--- src/hw/rtl/mrrq_pkg.sv ---
// Shared types and constants of the round-robin multi-queue request FIFO.
package mrrq_pkg;

    localparam int PRODUCERS = 8;
    localparam int DEPTH     = 1024;

    localparam int PROD_W  = $clog2(PRODUCERS);
    localparam int PN_W    = $clog2(PRODUCERS + 1);
    localparam int PTR_W   = $clog2(DEPTH);
    localparam int CNT_W   = $clog2(DEPTH + 1);
    localparam int ADDR_W  = PROD_W + PTR_W;

    localparam int FIELD_PROD_W = 3;
    localparam int CTX_W        = 16;
    localparam int OFF_W        = 32;
    localparam int DEST_W       = 64;
    localparam int ENTRY_W      = CTX_W + OFF_W + DEST_W;
    localparam int S_TDATA_W    = 120;
    localparam int M_TDATA_W    = ENTRY_W;
    localparam int M_TUSER_W    = 2;

    localparam int CFG_W       = 4;
    localparam int APB_ADDR_W  = 3;
    localparam int APB_DATA_W  = 32;
    localparam logic [CFG_W-1:0] ACTIVE_RESET = CFG_W'(PRODUCERS);
    localparam logic REG_ACTIVE = 1'b0;

    localparam logic OP_PUSH = 1'b0;
    localparam logic OP_POP  = 1'b1;

    localparam int QDEPTH = 2;
    localparam int QPTR_W = $clog2(QDEPTH);
    localparam int QCNT_W = $clog2(QDEPTH + 1);

    localparam int RAM_DEPTH = PRODUCERS * DEPTH;

    typedef struct packed {
        logic               write;
        logic               read;
        logic               ok;
        logic               full;
        logic [ADDR_W-1:0]  addr;
        logic [ENTRY_W-1:0] data;
    } cmd_t;

endpackage

--- src/hw/rtl/mrrq_cmd_queue.sv ---
// Short command queue between the front end and the storage back end.
module mrrq_cmd_queue import mrrq_pkg::*; (
    input  logic aclk,
    input  logic aresetn,
    input  logic push_valid,
    input  cmd_t push_cmd,
    output logic full,
    output logic pop_valid,
    output cmd_t pop_cmd,
    input  logic pop_ready
);

    cmd_t              entry_reg [QDEPTH];
    logic [QPTR_W-1:0] wr_ptr_reg;
    logic [QPTR_W-1:0] rd_ptr_reg;
    logic [QCNT_W-1:0] count_reg;
    logic [QCNT_W-1:0] count_next;
    logic              do_push;
    logic              do_pop;

    assign full      = (count_reg == QCNT_W'(QDEPTH));
    assign pop_valid = (count_reg != '0);
    assign pop_cmd   = entry_reg[rd_ptr_reg];
    assign do_push   = push_valid && !full;
    assign do_pop    = pop_valid && pop_ready;

    always_comb begin
        count_next = count_reg;
        if (do_push && !do_pop) begin
            count_next = count_reg + 1'b1;
        end else if (do_pop && !do_push) begin
            count_next = count_reg - 1'b1;
        end
    end

    always_ff @(posedge aclk) begin
        if (do_push) begin
            entry_reg[wr_ptr_reg] <= push_cmd;
        end
    end

    always_ff @(posedge aclk) begin
        if (!aresetn) begin
            wr_ptr_reg <= '0;
            rd_ptr_reg <= '0;
            count_reg  <= '0;
        end else begin
            count_reg <= count_next;
            if (do_push) begin
                wr_ptr_reg <= (wr_ptr_reg == QPTR_W'(QDEPTH - 1)) ? '0 : wr_ptr_reg + 1'b1;
            end
            if (do_pop) begin
                rd_ptr_reg <= (rd_ptr_reg == QPTR_W'(QDEPTH - 1)) ? '0 : rd_ptr_reg + 1'b1;
            end
        end
    end

`ifndef ASSERT_OFF
    a_count_bound: assert property (@(posedge aclk) disable iff (!aresetn)
        count_reg <= QCNT_W'(QDEPTH))
        else $error("command queue count beyond its depth");
`endif

endmodule

--- config.mk ---
export PLATFORM = sky130hd
export DESIGN_NAME = mrrq_cmd_queue
export DESIGN_NICKNAME = d
export VERILOG_FILES = /design/src/hw/rtl/mrrq_pkg.sv /design/src/hw/rtl/mrrq_cmd_queue.sv
export SDC_FILE = /design/constraint.sdc
export NUM_CORES = 1
export LEC_CHECK = 0
export BUFFER_PORTS_ARGS = -buffer_cell sky130_fd_sc_hd__buf_4
export CAP_MARGIN = 20
export CORE_MARGIN = 1
export CORE_UTILIZATION = 33
export CTS_BUF_LIST = sky130_fd_sc_hd__clkbuf_16
export CTS_CLUSTER_SIZE = 12
export DETAILED_ROUTE_END_ITERATION = 8
export SLEW_MARGIN = 30
export SYNTH_ARGS = -nofsm -noshare
export SYNTH_HDL_FRONTEND = slang
export SYNTH_SLANG_ARGS = --single-unit
export TNS_END_PERCENT = 1
--- constraint.sdc ---
create_clock -name aclk -period 10.38 [get_ports aclk]
set_clock_uncertainty 0.2 [all_clocks]
set_input_delay 0.519 -clock aclk [delete_from_list [all_inputs] [get_ports aclk]]
set_output_delay 0.519 -clock aclk [all_outputs]
set_load 0.01 [all_outputs]
# Word level (Yosys, flattened, before mapping)
# Memory sizes are Yosys's and may differ from the RTL's. A register that Yosys moved wholly into a read port is not among the register bits.
# Index checks and enable logic that the tools add are counted.
[word_totals]
ram_bits = 258
elab_cells = 26
input_bits = 133
memories = 1
out_inout_bits = 131
reg_bits = 4
[classes]
muxes = 8
addsub = 4
eq_ne = 1
n_reduce_logical = 9
[memory_table]
columns = ["memory", "words", "width", "read_ports", "rd_clocked_by_memory_dff", "wr", "line", "source"]
rows = [
  ["entry_reg", 2, 129, 1, 1, 1, "mrrq_cmd_queue.sv:13", "cmd_t entry_reg [QDEPTH];"],
]
[op_table]
columns = ["op", "n"]
rows = [
  ["2-to-1 mux 1 bit", 6],
  ["logical AND 1 bit", 4],
  ["2-to-1 mux 2 bit", 2],
  ["nonzero test 2 bit", 2],
  ["logical NOT 1 bit", 3],
  ["adder 1 bit, second input constant", 2],
  ["adder 2 x 1 -> 2 bit, second input constant", 1],
  ["== test 2 bit, second input constant", 1],
  ["subtractor 2 x 1 -> 2 bit, second input constant", 1],
]

# Logic depth before layout (Yosys ltp)
[logic_depth]
ltp_word = 7
depth_mapped = 7
mapped_depth_nobuf = 7

# Worst setup path before layout
# Ideal clock, no wire load.
[synth_path]
path_kind = "input to register"
from = "in push_valid"
to = "mem entry_reg[0][0] (netlist name), enable pin"
setup_slack_ns = 4.014
arrival_ns = 5.571
setup_ns = 0.595
t_required_ns = 9.585
stages = 2
path_cell_list = "inv_1 nor3_2"
[synth_between]
elab_chain_len = 3
[synth_lines]
columns = ["element", "line", "source"]
rows = [
  ["start, declared", "mrrq_cmd_queue.sv:5", "input logic push_valid,"],
  ["logical AND 1 bit", "mrrq_cmd_queue.sv:24", "assign do_push = push_valid && !full;"],
  ["2-to-1 mux 1 bit", "mrrq_cmd_queue.sv:37", "if (do_push) begin"],
  ["2-to-1 mux 1 bit (implied by the code)", "mrrq_cmd_queue.sv:38", "entry_reg[wr_ptr_reg] <= push_cmd;"],
  ["end, declared", "mrrq_cmd_queue.sv:13", ""],
]
# No other way between the ends.

==> flow_metrics.py <==
metrics = {
    "clock_network": {
        "htree_levels": 1,
        "cts.sinks": 263,
        "clk_latency_ps": 520,
        "cts_post_setup_buffers_inserted": 0,
        "cts-root-buf": "clkbuf_16",
        "clock_path_buffers": 3,
        "ctsHoldBuffers": 129,
        "numCtsBuffers": 29,
        "path_clk_slew_ps": 60,
        "cts_tree": "built",
        "ctsResizeCount": 0,
    },
    "pwr": {
        "netSwitchingFraction": 0.260,
        "power_frac_comb": 0.261,
        "p_clk_frac": 0.290,
        "seq_power_share": 0.449,
        "power.density_nw_per_um2": 222,
        "vdd.ir_drop.worst_v": 0.000140,
        "leakage_nw": 5.26,
        "power.switching_uw": 811,
        "power.internal_mw": 2.31,
    },
    "yosys": {
        "yosysSeqAreaShare": 0.819,
        "syn_area_per_cell_um2": 22.5,
        "syn_nets": 560,
        "synth-warning-count": 0,
        "synth_edf_count": 258,
        "synth_cell_types": 22,
        "synth_area_leaders": "edfxtp_1, mux2_2, buf_6, dfxtp_1, and2_1",
        "yosysTopAreaCellShare": 0.809,
        "netlist_area_um2": 9580,
        "synth_area_leader_cell": "edfxtp_1",
        "synth_most_common_cell": "edfxtp_1",
        "synth-seq-cells": 263,
        "synth-async-reset-ratio": 0,
        "synth_common_cells": "edfxtp_1, mux2_2, buf_6",
        "synthCells": 426,
        "ys.flop_type": "edfxtp_1",
    },
    "sta": {
        "tns_ps": 0,
        "slew_headroom": 0.385,
        "period_needed_ps": 3640,
        "slew_viol_final": 0,
        "rsz0062_at_grt": "false",
        "timing.fmax_mhz": 275,
        "post-route-period-util": 0.351,
        "setup_violations": 0,
        "worst_slew_pin_slew_ps": 923,
        "finalHoldViolCount": 0,
    },
    "critical_path": {
        "end_kind": "output pin",
        "slowest_stage": "dfxtp_4",
        "required_ps": 9660,
        "critical_path.top_delay_family": "flip-flops",
        "setup.worst_path.class": "reg -> out",
        "critPathMostFrequentCell": "buf_4",
        "timing.critical_path.cells": "buf_4, mux2_2, buf_4",
        "cpPeakStageDelay_ps": 930,
        "arrival_ps": 2920,
        "cp.buffers_inverters": 2,
        "path_max_fanout": 67,
        "startpoint_type": "flop",
    },
    "placement": {
        "dp_cells": 1063,
        "gp_congestion": 0.725,
        "io_buffers": 263,
        "hpwlAfterDp_um": 12300,
    },
    "floorplanning": {
        "fp.dieArea_um2": 29700,
        "start_util": 0.335,
        "boundaryPins": 264,
        "rows": 62,
        "coreArea_um2": 28600,
        "die_w_um": 172,
        "die_y_um": 172,
    },
    "drt": {
        "wl_per_cell_um": 16.0,
        "viasPerCell": 4.32,
        "dr.pass1.iters": 4,
        "wl_um": 19900,
        "drc_errors": 0,
        "via_count": 5377,
        "drt_iter0_markers": 198,
        "drtAntennaViolNets": 0,
    },
    "grt": {
        "grt_use_total": 0.128,
        "grt_max_degree": 68,
        "grt_first_pass_wirelength_um": 29300,
        "globalRouteOverflowTotal": 0,
        "first_global_vias": 5810,
        "antenna_found_initial": 2,
    },
    "finish": {
        "area_growth_pct": 47.2,
        "stdcell_count": 1245,
        "fillers": 2371,
        "largest_reg_flops": 258,
        "drive_above_1_share": 0.505,
        "fin_nets": 974,
    },
    "flow_run": {
        "maxCapViolCount": 0,
    },
    "min_path": {
        "hp-class": "in -> reg",
    },
    "outcome": {
        "status": "completed",
    },
}
-- power by group through the flow --
stage               logic (mW)  clock network, mW  registers (mW)
floorplan                0.467                  0            1.40
global placement         0.773                  0            1.42
detailed placement       0.783                  0            1.43
CTS                      0.828              0.933            1.41
global route             0.878              0.972            1.42
finish                   0.816              0.905            1.40
-- final timing paths --
check               start                 to  slack (ps)  cells past startpoint
max                  flop       pop_cmd[108]        6740                      3
min               aresetn         wr_ptr_reg          40                      2
max reg2reg  count_reg[0]  entry_reg[1][125]        7670                      4
min reg2reg  count_reg[1]       count_reg[1]         330                      2
-- metrics by stage --
step | hold slack, ps | power, mW | setup slack [ps] | utilization | instance area [µm²]
after detailed placement | 331 | 2.21 | 7230 | 0.417 | 11900
after floorplan | 279 | 1.87 | 4010 | - | 9580
after global routing | 15.5 | 3.27 | 6540 | 0.493 | 14100
final | 36.8 | 3.12 | 6740 | 0.493 | 14100
after CTS | 10.7 | 3.17 | 6660 | 0.492 | 14100
after global placement | 289 | 2.19 | 7300 | 0.417 | 11900
-- routing by layer --
| layer | routed length (µm) | share of wire | vias to the layer above | GRT usage |
|---|---|---|---|---|
| met5 | 12 | 0.00060 | - | 0 |
| met4 | 431 | 0.022 | 2 | 0.0350 |
| met3 | 1560 | 0.078 | 30 | 0.0417 |
| met2 | 10200 | 0.51 | 182 | 0.233 |
| met1 | 7700 | 0.39 | 2638 | 0.141 |
| li1 | - | - | 2525 | - |
-- cells in the final DEF (no fill, tap or decap), drive strengths merged, types with 2 or more instances in the layout --
cell type | Yosys | layout
dfxtp | 5 | 5
and2 | 3 | 3
clkinv | 0 | 12
edfxtp | 258 | 258
mux2 | 129 | 129
dlygate4sd3 | 0 | 129
clkbuf | 0 | 29
buf | 14 | 268
xnor2 | 2 | 2
o21ai | 2 | 2
a21boi | 2 | 2
inv | 2 | 11
-- kinds of logic after synthesis --
logic type	count (synthesis)	share of synthesized area
compound gates	5	0.00340
xor+xnor	3	0.00274
flops	263	0.819
fa+ha+maj	1	0.00131
buf+inv	16	0.0158
simple gates	9	0.00601
mux	129	0.152
-- cell type report --
class                   count  area, µm²  area share
diodes                      1       2.50    0.000177
inverters                   2       7.51    0.000532
clock inverters            22        120     0.00852
multi-input cells         147       1590       0.113
well taps                 384        480      0.0341
clock buffers              29        726      0.0515
repair buffers            397       3320       0.236
flip-flops and latches    263       7850       0.557
(Power assumes the default switching activity.)
