### src/hw/rtl/mrrq_pkg.sv
// Shared types and constants of the round-robin multi-queue request FIFO.
package mrrq_pkg;

    localparam int PRODUCERS = 8;
    localparam int DEPTH     = 1024;

    localparam int PROD_W  = $clog2(PRODUCERS);
    localparam int PN_W    = $clog2(PRODUCERS + 1);
    localparam int PTR_W   = $clog2(DEPTH);
    localparam int CNT_W   = $clog2(DEPTH + 1);
    localparam int ADDR_W  = PROD_W + PTR_W;

    localparam int FIELD_PROD_W = 3;
    localparam int CTX_W        = 16;
    localparam int OFF_W        = 32;
    localparam int DEST_W       = 64;
    localparam int ENTRY_W      = CTX_W + OFF_W + DEST_W;
    localparam int S_TDATA_W    = 120;
    localparam int M_TDATA_W    = ENTRY_W;
    localparam int M_TUSER_W    = 2;

    localparam int CFG_W       = 4;
    localparam int APB_ADDR_W  = 3;
    localparam int APB_DATA_W  = 32;
    localparam logic [CFG_W-1:0] ACTIVE_RESET = CFG_W'(PRODUCERS);
    localparam logic REG_ACTIVE = 1'b0;

    localparam logic OP_PUSH = 1'b0;
    localparam logic OP_POP  = 1'b1;

    localparam int QDEPTH = 2;
    localparam int QPTR_W = $clog2(QDEPTH);
    localparam int QCNT_W = $clog2(QDEPTH + 1);

    localparam int RAM_DEPTH = PRODUCERS * DEPTH;

    typedef struct packed {
        logic               write;
        logic               read;
        logic               ok;
        logic               full;
        logic [ADDR_W-1:0]  addr;
        logic [ENTRY_W-1:0] data;
    } cmd_t;

endpackage

### src/hw/rtl/mrrq_front.sv
// Front end: accepts items, keeps ring pointers and fill counts, picks the ring to serve.
module mrrq_front import mrrq_pkg::*; (
    input  logic                 aclk,
    input  logic                 aresetn,
    input  logic [CFG_W-1:0]     active_cfg,
    input  logic                 s_tvalid,
    output logic                 s_tready,
    input  logic                 s_tuser,
    input  logic [S_TDATA_W-1:0] s_tdata,
    output logic                 cmd_valid,
    output cmd_t                 cmd,
    input  logic                 cmd_full
);

    logic [PTR_W-1:0]  read_ptr_reg   [PRODUCERS];
    logic [PTR_W-1:0]  write_ptr_reg  [PRODUCERS];
    logic [CNT_W-1:0]  fill_count_reg [PRODUCERS];
    logic [PROD_W-1:0] rr_next_reg;
    logic [PROD_W-1:0] rr_next_next;

    logic                    s_accept;
    logic                    is_pop;
    logic [PROD_W-1:0]       push_prod;
    logic                    push_in_range;
    logic                    push_full;
    logic                    push_ok;
    logic [PN_W-1:0]         active_n;
    logic [PROD_W-1:0]       probe_start;
    logic [PROD_W-1:0]       probe_idx [PRODUCERS];
    logic [PRODUCERS-1:0]    probe_hit;
    logic                    pop_found;
    logic [PROD_W-1:0]       pop_sel;

    assign s_tready  = !cmd_full;
    assign s_accept  = s_tvalid && s_tready;
    assign is_pop    = (s_tuser == OP_POP);
    assign push_prod = PROD_W'(s_tdata[FIELD_PROD_W-1:0]);
    assign push_in_range = (32'(s_tdata[FIELD_PROD_W-1:0]) < PRODUCERS);
    assign push_full = (fill_count_reg[push_prod] == CNT_W'(DEPTH));
    assign push_ok   = push_in_range && !push_full;

    // Clamp the active ring count to 1 .. PRODUCERS.
    always_comb begin
        if (active_cfg == '0) begin
            active_n = PN_W'(1);
        end else if (32'(active_cfg) > PRODUCERS) begin
            active_n = PN_W'(PRODUCERS);
        end else begin
            active_n = PN_W'(active_cfg);
        end
    end

    assign probe_start = (PN_W'(rr_next_reg) >= active_n) ? '0 : rr_next_reg;

    // Rotating priority: probe slot k looks at ring (start + k) mod n.
    always_comb begin
        logic [PN_W-1:0] sum;
        for (int k = 0; k < PRODUCERS; k++) begin
            sum = PN_W'(probe_start) + PN_W'(k);
            probe_idx[k] = (sum >= active_n) ? PROD_W'(sum - active_n) : PROD_W'(sum);
            probe_hit[k] = (PN_W'(k) < active_n) && (fill_count_reg[probe_idx[k]] != '0);
        end
    end

    always_comb begin
        pop_found = 1'b0;
        pop_sel   = '0;
        for (int k = 0; k < PRODUCERS; k++) begin
            if (!pop_found && probe_hit[k]) begin
                pop_found = 1'b1;
                pop_sel   = probe_idx[k];
            end
        end
    end

    always_comb begin
        logic [PN_W-1:0] after;
        after = PN_W'(pop_sel) + PN_W'(1);
        if (!pop_found) begin
            rr_next_next = probe_start;
        end else if (after >= active_n) begin
            rr_next_next = '0;
        end else begin
            rr_next_next = PROD_W'(after);
        end
    end

    always_comb begin
        cmd       = '0;
        cmd.data  = s_tdata[FIELD_PROD_W +: ENTRY_W];
        cmd_valid = s_accept;
        if (is_pop) begin
            cmd.read = pop_found;
            cmd.ok   = pop_found;
            cmd.addr = {pop_sel, read_ptr_reg[pop_sel]};
        end else begin
            cmd.write = push_ok;
            cmd.ok    = push_ok;
            cmd.full  = push_in_range && push_full;
            cmd.addr  = {push_prod, write_ptr_reg[push_prod]};
        end
    end

    always_ff @(posedge aclk) begin
        if (!aresetn) begin
            rr_next_reg <= '0;
            for (int p = 0; p < PRODUCERS; p++) begin
                read_ptr_reg[p]   <= '0;
                write_ptr_reg[p]  <= '0;
                fill_count_reg[p] <= '0;
            end
        end else if (s_accept) begin
            if (is_pop) begin
                rr_next_reg <= rr_next_next;
                if (pop_found) begin
                    read_ptr_reg[pop_sel] <=
                        (read_ptr_reg[pop_sel] == PTR_W'(DEPTH - 1)) ? '0
                                                                    : read_ptr_reg[pop_sel] + 1'b1;
                    fill_count_reg[pop_sel] <= fill_count_reg[pop_sel] - 1'b1;
                end
            end else if (push_ok) begin
                write_ptr_reg[push_prod] <=
                    (write_ptr_reg[push_prod] == PTR_W'(DEPTH - 1)) ? '0
                                                                    : write_ptr_reg[push_prod] + 1'b1;
                fill_count_reg[push_prod] <= fill_count_reg[push_prod] + 1'b1;
            end
        end
    end

`ifndef ASSERT_OFF
    a_push_counts: assert property (@(posedge aclk) disable iff (!aresetn)
        (s_accept && !is_pop && push_ok) |=>
            fill_count_reg[$past(push_prod)] ==
            CNT_W'($past(fill_count_reg[push_prod]) + 1'b1))
        else $error("push did not raise the ring fill count by one");
    a_pop_from_nonempty: assert property (@(posedge aclk) disable iff (!aresetn)
        (s_accept && is_pop && pop_found) |-> (fill_count_reg[pop_sel] != '0))
        else $error("pop chose an empty ring");
`endif

endmodule

### config.mk
export PLATFORM = sky130hd
export DESIGN_NAME = mrrq_front
export DESIGN_NICKNAME = d
export VERILOG_FILES = /design/src/hw/rtl/mrrq_pkg.sv /design/src/hw/rtl/mrrq_front.sv
export SDC_FILE = /design/constraint.sdc
export NUM_CORES = 1
export LEC_CHECK = 0
export BUFFER_PORTS_ARGS = -buffer_cell sky130_fd_sc_hd__buf_2
export CAP_MARGIN = 20
export CORE_MARGIN = 3
export CORE_UTILIZATION = 50
export DETAILED_ROUTE_END_ITERATION = 10
export PLACE_DENSITY = 0.71
export SLEW_MARGIN = 20
export SYNTH_ARGS = -nofsm -noshare
export SYNTH_HDL_FRONTEND = slang
export SYNTH_SLANG_ARGS = --single-unit
export TNS_END_PERCENT = 10
### constraint.sdc
create_clock -name aclk -period 9.6 [get_ports aclk]
set_input_delay 0.96 -clock aclk [delete_from_list [all_inputs] [get_ports aclk]]
set_output_delay 0.96 -clock aclk [all_outputs]
set_load 0.01 [all_outputs]
# --- After elaboration in Yosys (flattened, before gate mapping) ---
# Memories as Yosys holds them, arrays and structs flattened.
# Cells that the tools add are included.
word_totals:
  ff_bits: 3
  mem_bits_rw: 248
  inputBits: 129
  output_inout_bits: 131
  word_cells: 144
  memories: 3
mem_list:
  columns: ["memory", "depth", "width", "read_ports", "rd_clocked_by_memory_dff", "write_ports", "line", "source"]
  rows:
  - ["fill_count_reg", 8, 11, 10, 0, 8, "mrrq_front.sv:17", "logic [CNT_W-1:0] fill_count_reg [PRODUCERS];"]
  - ["read_ptr_reg", 8, 10, 1, 0, 8, "mrrq_front.sv:15", "logic [PTR_W-1:0] read_ptr_reg [PRODUCERS];"]
  - ["write_ptr_reg", 8, 10, 1, 0, 8, "mrrq_front.sv:16", "logic [PTR_W-1:0] write_ptr_reg [PRODUCERS];"]
classes:
  add_sub_neg: 20
  order_cmp: 19
  eq_ne: 3
  muxes: 59
  reduce_logical: 39
ops:
  columns: ["op", "n"]
  rows:
  - ["$reduce_bool 11->1", 8]
  - ["$mux 3", 23]
  - ["$mux 10", 4]
  - ["$ge 4x4->1", 8]
  - ["$mux 1", 27]
  - ["$sub 3x3->3", 8]
  - ["$mux 11", 2]
  - ["$reduce_or 11->1", 2]
  - ["$add 10x1->10 const B", 2]
  - ["$eq 10x10->1 const B", 2]
  - ["$reduce_or 10->1", 2]
  - ["$add 3x3->4 const B", 4]
  - ["$logic_and 1x1->1", 16]
  - ["$lt 3x4->1 const A", 4]
  - ["$mux 13", 1]
  - ["$add 11x1->11 const B", 1]
  - ["$eq 11x11->1 const B", 1]
  - ["$sub 11x1->11 const B", 1]
  - ["$logic_not 1->1", 9]
  - ["$add 3x1->4 const B", 2]
  - ["$add 3x2->4 const B", 2]
  - ["$ge 3x4->1", 2]
  - ["$lt 1x4->1 const A", 2]
  - ["$lt 2x4->1 const A", 2]
  - ["other kinds (4)", 5]

# --- Longest topological paths before layout ---
# Gate-level depths: netlist of the first run.
# An unclocked memory read counts as a cell.
depth:
  depth_word: 40
  ltp_mapped: 41
  mapped_depth_nobuf: 34

# --- Worst setup path before layout of the first run ---
# No wires, ideal clock.
synth_path:
  path_kind: "input -> register"
  startpoint: "in active_cfg[3]"
  endpoint: "mem read_ptr_reg[4][0] (netlist name) (data pin)"
  setup_time_ns: 0.267
  t_arrival_ns: 8.271
  t_required_ns: 9.333
  setup_slack_ns: 1.062
  stages: 35
  path_buffers: 6
  cell_sequence: "inv_1 nand2_1 ha_1 inv_2 o21a_4 o21ai_1 inv_1 ha_1 a21o_1 and2_1 ha_1 o21ai_1 a31oi_1 nor2_1 mux2i_2 mux4_2 nor3b_2 nand2b_1 buf_6 mux2i_1 and4_1 buf_2 o21ai_4 buf_4 buf_6 buf_4 a21boi_1 o22ai_1 a311oi_4 ha_1 nand2_1 or4_4 nand2b_1 buf_4 nor2_1"
synth_lines:
  columns: ["item", "line", "source"]
  rows:
  - ["from (decl)", "mrrq_front.sv:5", "input logic [CFG_W-1:0] active_cfg,"]
  - ["to (decl)", "mrrq_front.sv:15", null]

==> impl_metrics.yaml, run 1 <==
synth:
  synth_cells: 1630
  yosysMostFrequentCell: "nor2_1"
  synth_top_area_cell: "edfxtp_1"
  ys_seq_elements: 251
  synthArstFlopShare_pct: 0
  synthTopCellsByArea: "edfxtp_1, mux4_2, nor2_1"
  yosys_most_used_dff: "edfxtp_1"
  yosys-top-cells-count: "nor2_1, edfxtp_1, buf_4"
  synth_top_area_share_pct: 43.2
  syn-cell-area_sq_um: 17300
  yosysSeqAreaShare_pct: 43.5
  ys_warn_count: 0
  mappedNetlistNets: 1804
  synth_edf_count: 248
  ys_types: 111
  avgSynthCellArea_sq_um: 10.6
timing:
  skew_ns: 0.0253
  tightest_slew_ns: 1.01
  fin_crit_sh_pct: 95.4
  finalSetupViolCount: 0
  rsz0062_at_grt: "no"
  finalSetupTns_ns: 0
  drv_slew: 0
  timing.fmax_ghz: 0.109
  setup_ws_ns: 0.443
  hold_viol_final: 0
  slew_headroom_pct: 32.4
  final.min_clock_period_ns: 9.16
critical_path:
  worstSetupPathType: "input pin to output pin"
  r2r_setup_slack_ns: 1.20
  reg2regPathDepth: 29
  max_stage_delay_ns: 0.56
  path_buf_inv: 6
  cp_top_family: "simple AND/OR/NAND/NOR gates"
  slowest_stage: "mux4_2"
  crit_path_frequent_cell: "nor2_1"
  worst_ep_required_time_ns: 8.64
  crit_path_max_fanout: 25
  cp-start-kind: "input pin"
  reg2reg_to: "fill_count_reg[1][10]$_SDFFCE_PN0P_"
  r2r-start: "rr_next_reg[0]$_SDFFE_PN0P_"
  crit_path_end_kind: "output pin"
  worst_ep_arrival_time_ns: 8.20
min_path:
  whs_path_depth: 2
  worstHoldEndpoint: "rr_next_reg[1]$_SDFFE_PN0P_"
  hold_start: "rr_next_reg[1]$_SDFFE_PN0P_"
  hold_class: "register to register"
floorplan:
  die_area_sq_um: 36800
  fp.dieH_um: 192
  rows: 67
  initial_utilization_pct: 51.1
  die_w_um: 192
  core_sq_um: 33800
  io_pins: 260
clocking:
  postCtsSetupRepairBufs: 0
  cts_hold_buf: 0
  clkTransAtPathRegs_ns: 0.08
  cts.sinks: 251
  insertion_delay_ns: 0.54
  htreeDepth: 1
  cts_made_buffers: 27
  cts_resized: 0
  ctsRootBufferMaster: "clkbuf_16"
  cts_tree: "done"
  clockBufferDepth: 3
global_routing:
  grt_start_max_net_pins: 75
  grt_overflow: 0
  grt_pass1_wl_um: 73500
  grt_antenna_before_repair: 0
  grt_pass1_vias: 12557
  track_usage_pct: 26.0
placement:
  io_buffers: 30
  dpl.hpwl_um: 34200
  dp_slack_ns: 0.0438
  gp_congestion: 0.955
finish:
  nNetsFinal: 1690
  diodes: 0
  fillers: 2858
  largest_register_ff_count: 88
  syn2layout_area_growth_pct: 3.64
  drive_above_1_share_pct: 16.7
route:
  drt-total-wl_um: 48700
  drtAntennaViolNets: 0
  dr.pass1.iters: 6
  num_vias: 12966
  post_drt_wl_per_cell_um: 24.5
  first_iter_violations: 1526
  drcViolationCount: 0
  vias_per_cell: 6.54
pwr:
  vdd_drop_max_mv: 0.173
  power_density_nw_per_um2: 222
  p_leak_uw: 0.00653
outcome:
  status: "finished clean"
run:
  drv_cap: 0
worst register-to-register path: cells and delay by family (launching register included):
family | cells | cell delay [ns]
muxes | 2 | 0.97
buffers and inverters | 4 | 0.77
adders and majority gates | 3 | 0.84
AOI/OAI and AO/OA | 9 | 2.22
xor gates and xnor gates | 1 | 0.36
and+or+nand+nor | 10 | 2.44
DFF | 1 | 0.52
logic make-up after synthesis:
group	Yosys count	share of synthesized area, %
compound gates	301	13.6
xor+xnor	34	1.77
fa+ha+maj	45	3.44
buf+inv	237	8.20
flops	251	43.5
mux	139	11.7
simple gates	623	17.7
cell type report:
| type | instances | area (sq um) | share of cell area, % |
|---|---|---|---|
| Multi-Input combinational cell | 1142 | 8350 | 46.7 |
| Clock inverter | 21 | 273 | 1.53 |
| Sequential cell | 251 | 7510 | 42.0 |
| Clock buffer | 28 | 679 | 3.80 |
| Timing Repair Buffer | 60 | 388 | 2.17 |
| Tap cell | 448 | 561 | 3.13 |
| Inverter | 34 | 130 | 0.728 |
layout by cell type, fill, tap and decap left out, types with 21 or more instances in the layout:
master,Yosys,final
inv_1,29,29
buf_4,120,29
buf_2,16,30
edfxtp_1,248,248
nand3_1,38,38
nor3_1,26,26
nand2_1,110,110
ha_1,41,41
nor2_1,253,252
a211oi_1,48,48
clkbuf_16,0,27
a21oi_1,38,38
mux2i_1,66,66
xnor2_1,21,21
mux4_2,45,45
nor2b_1,21,21
and3_1,52,52
o21ai_0,36,36
how the worst max path moves through the flow:
| stage | to | cells after the start | startpoint | slack [ns] |
|---|---|---|---|---|
| floorplan | read_ptr_reg[4][0]$_SDFFCE_PN0P_ | 35 | active_cfg[3] | 1.06 |
| global placement | fill_count_reg[2][10]$_SDFFCE_PN0P_ | 34 | active_cfg[2] | 0.15 |
| detailed placement | fill_count_reg[1][10]$_SDFFCE_PN0P_ | 30 | active_cfg[2] | 0.04 |
| CTS | cmd[119] | 29 | active_cfg[2] | 0.19 |
| global route | cmd[119] | 31 | active_cfg[2] | 0.09 |
| finish | cmd[114] | 28 | active_cfg[2] | 0.44 |
through the flow:
stage / cell area (sq um) / cells / power (uW) / utilization [%] / hold slack, ns
global route: 17900 / 1984 / 4140 / 52.9 / 0.659
detailed placement: 16900 / 1935 / 2830 / 50.1 / 0.600
CTS: 17900 / 1984 / 3940 / 52.9 / 0.613
finish: 17900 / 1984 / 3970 / 52.9 / 0.617
global placement: 16900 / 1935 / 2810 / 50.1 / 0.588
floorplan: 17300 / 1630 / 2480 / - / 0.501
per-layer routing:
layer  share of wire [%]  GRT usage, %  vias to the layer above
li1                    -             -                     5781
met1                  39          34.4                     6285
met5                   0             0                        -
met3                 9.7          5.35                      163
met2                  46          41.6                      737
met4                 4.8          11.5                        0
power breakdown:
part	total (uW)	switching (uW)	internal (uW)	leakage, uW
clock network	1110	434	677	0.000456
logic	1570	1050	520	0.00348
registers	1290	30.2	1260	0.00259
total	3970	1510	2460	0.00653
No activity file was read; power rests on OpenSTA's default activity.
==> inputs of run 2 (changes only) <==
--- a/config.mk
+++ b/config.mk
@@ -5,12 +5,13 @@
 export SDC_FILE = /design/constraint.sdc
 export NUM_CORES = 1
 export LEC_CHECK = 0
+export ABC_AREA = 1
 export BUFFER_PORTS_ARGS = -buffer_cell sky130_fd_sc_hd__buf_2
 export CAP_MARGIN = 20
 export CORE_MARGIN = 3
 export CORE_UTILIZATION = 50
 export DETAILED_ROUTE_END_ITERATION = 10
-export PLACE_DENSITY = 0.71
+export PLACE_DENSITY = 0.72
 export SLEW_MARGIN = 20
 export SYNTH_ARGS = -nofsm -noshare
 export SYNTH_HDL_FRONTEND = slang
==> run 2 against run 1 <==
Compared with the run above:
- core utilization rose by 0.061 points
- combinational power rose by 17%
- count of clock-buffer cells in the layout rose by 4
- critical path depth rose by 11
- non-clock buffer count rose by 1
- register-to-register slack improved by 0.79 ns
- routed wire length fell by 0.17%
- clock power fell by 5%
- critical path type unchanged
- largest cell class is now sequential cells
- highest routed layer unchanged
==> impl_metrics.yaml, run 2 <==
route:
  post_drt_wl_per_cell_um: 19.6
  vias_per_cell: 5.77
  first_iter_violations: 1608
  drt-total-wl_um: 48600
  drcViolationCount: 0
  drtAntennaViolNets: 0
  num_vias: 14275
  dr.pass1.iters: 6
synth:
  synth_compound_area_share_pct: 10.4
  yosys.area_share.adder_pct: 3.55
  ys_warn_count: 0
  synth-simple-area-share_pct: 28.3
  synthTopCellsByArea: "edfxtp_1, nand2_1, nor2_1"
  synth_edf_count: 248
  yosys-top-cells-count: "nand2_1, nor2_1, edfxtp_1"
  yosysSeqAreaShare_pct: 45.0
  synth_cells: 2117
  synth_top_area_cell: "edfxtp_1"
  synth_top_family_by_area: "simple AND/OR/NAND/NOR gates"
  syn-cell-area_sq_um: 16700
  ys_types: 53
  avgSynthCellArea_sq_um: 7.88
  ys_seq_elements: 251
  synthArstFlopShare_pct: 0
  yosysMostFrequentCell: "nand2_1"
  synth-xor-area-share_pct: 0.945
  yosys_most_used_dff: "edfxtp_1"
  synth_top_area_share_pct: 44.6
  synthMuxAreaShare_pct: 0.0675
  mappedNetlistNets: 2291
global_routing:
  grt_pass1_wl_um: 74400
  grt_overflow: 0
  track_usage_pct: 26.5
  grt_start_max_net_pins: 70
  grt_antenna_before_repair: 0
  grt_pass1_vias: 13390
clocking:
  cts_made_buffers: 28
  clkTransAtPathRegs_ns: 0.05
  cts_resized: 0
  cts.sinks: 251
  insertion_delay_ns: 0.58
  htreeDepth: 1
  cts_hold_buf: 0
  postCtsSetupRepairBufs: 0
  clockBufferDepth: 3
  ctsRootBufferMaster: "clkbuf_16"
  cts_tree: "done"
pwr:
  vdd_drop_max_mv: 0.177
  p_leak_uw: 0.00734
  power_density_nw_per_um2: 242
placement:
  gp_congestion: 0.977
  io_buffers: 30
  dpl.hpwl_um: 34600
critical_path:
  crit_path_max_fanout: 12
  r2r-start: "rr_next_reg[0]$_SDFFE_PN0P_"
  cp-startpoint: "active_cfg[3]"
  worstSetupPathType: "input pin to output pin"
  max_stage_delay_ns: 0.50
  slowest_stage: "nor2_1"
  worst_ep_arrival_time_ns: 7.93
  worst_ep_required_time_ns: 8.64
  crit_path_end_kind: "output pin"
  crit_path_frequent_cell: "nand2_1"
  reg2regPathDepth: 42
  cp-start-kind: "input pin"
finish:
  final_cell_mix: "nand2_1, nor2_1, edfxtp_1, inv_1, nand3_1"
  largest_register_ff_count: 88
  layout_commonest_cell: "nand2_1"
  drive_above_1_share_pct: 7.78
  syn2layout_area_growth_pct: 3.84
  diodes: 0
  nNetsFinal: 2186
floorplan:
  initial_utilization_pct: 51.0
  fp.dieH_um: 189
  die_w_um: 189
  die_area_sq_um: 35600
  core_sq_um: 32700
  io_pins: 260
  rows: 66
timing:
  skew_ns: 0.0387
  final.min_clock_period_ns: 8.89
  timing.fmax_ghz: 0.112
  finalSetupTns_ns: 0
  fin_crit_sh_pct: 92.6
  rsz0062_at_grt: "no"
  tightest_slew_ns: 1.02
  slew_headroom_pct: 31.7
  finalSetupViolCount: 0
  hold_slack_ns: 0.567
  drv_slew: 0
  hold_viol_final: 0
min_path:
  whs_path_depth: 2
  hold_class: "register to register"
  hold_start: "rr_next_reg[1]$_SDFFE_PN0P_"
outcome:
  status: "finished clean"
run:
  drv_cap: 0
==> run 2: cell count changes after synthesis, moves of 30 or more <==
cell | previous run | this run
nand2_1 | 110 | 518
inv_1 | 29 | 189
nor2_1 | 253 | 358
nand3_1 | 38 | 142
o21ai_0 | 36 | 115
mux2i_1 | 66 | 0
and3_1 | 52 | 0
a211oi_1 | 48 | 0
mux4_2 | 45 | 0
o211ai_1 | 9 | 43
o21a_1 | 6 | 36
==> run 2: cells by family after synthesis <==
| logic type | Yosys count |
|---|---|
| AND/OR/NAND/NOR | 1116 |
| buffers and inverters | 395 |
| flip-flops | 251 |
| XOR/XNOR | 18 |
| AO/OA/AOI/OAI | 291 |
| multiplexers | 1 |
| adder cells (fa/ha/maj) | 45 |
==> run 2: per-layer routing <==
| layer | up-vias | share of wire (%) | global-route usage [%] |
|---|---|---|---|
| met3 | 201 | 9.5 | 4.37 |
| li1 | 6701 | - | - |
| met1 | 6629 | 40 | 35.5 |
| met5 | - | 0 | 0 |
| met2 | 744 | 45 | 42.2 |
| met4 | 0 | 5.3 | 12.9 |
==> run 2: through the flow <==
step           cell area (sq um)  worst slack [ns]  utilization, %  power [uW]  cells
2_1_floorplan              16700              2.22               -        2520   2117
3_3_place_gp               16400             0.761            50.2        3080   2424
3_5_place_dp               16400             0.505            50.2        3100   2424
4_1_cts                    17300             0.580            53.0        4150   2473
5_1_grt                    17300             0.124            53.0        4400   2473
6_report                   17300             0.708            53.0        4190   2473
==> run 2: power breakdown <==
| part | internal, uW | total, uW | switching (uW) | leakage, uW |
|---|---|---|---|---|
| Combinational | 464 | 1840 | 1380 | 0.00431 |
| Clock | 614 | 1050 | 436 | 0.000431 |
| Sequential | 1270 | 1290 | 26.1 | 0.00259 |
| Total | 2350 | 4190 | 1840 | 0.00734 |
==> run 2: area by class of cell <==
cell class	instances	area, sq um
sequential	251	7510
fill	3087	15400
tap	442	553
timing repair buffer	61	398
multi-input combinational	1471	7220
inverter	199	752
clock inverter	17	186
clock buffer	32	716
==> run 2: worst paths after layout <==
| path | to | slack [ns] |
|---|---|---|
| hold / removal | rr_next_reg[1]$_SDFFE_PN0P_ | 0.57 |
| setup reg to reg | fill_count_reg[6][8]$_SDFFCE_PN0P_ | 1.99 |
| setup / recovery | cmd[121] | 0.71 |
| hold reg to reg | rr_next_reg[1]$_SDFFE_PN0P_ | 0.57 |
==> run 2: worst max-delay path, delay by kind of cell <==
family,cells,cell delay [ns]
AO/OA/AOI/OAI,4,0.95
adder cells (fa/ha/maj),3,0.95
buffers and inverters,8,1.49
AND/OR/NAND/NOR,24,3.55
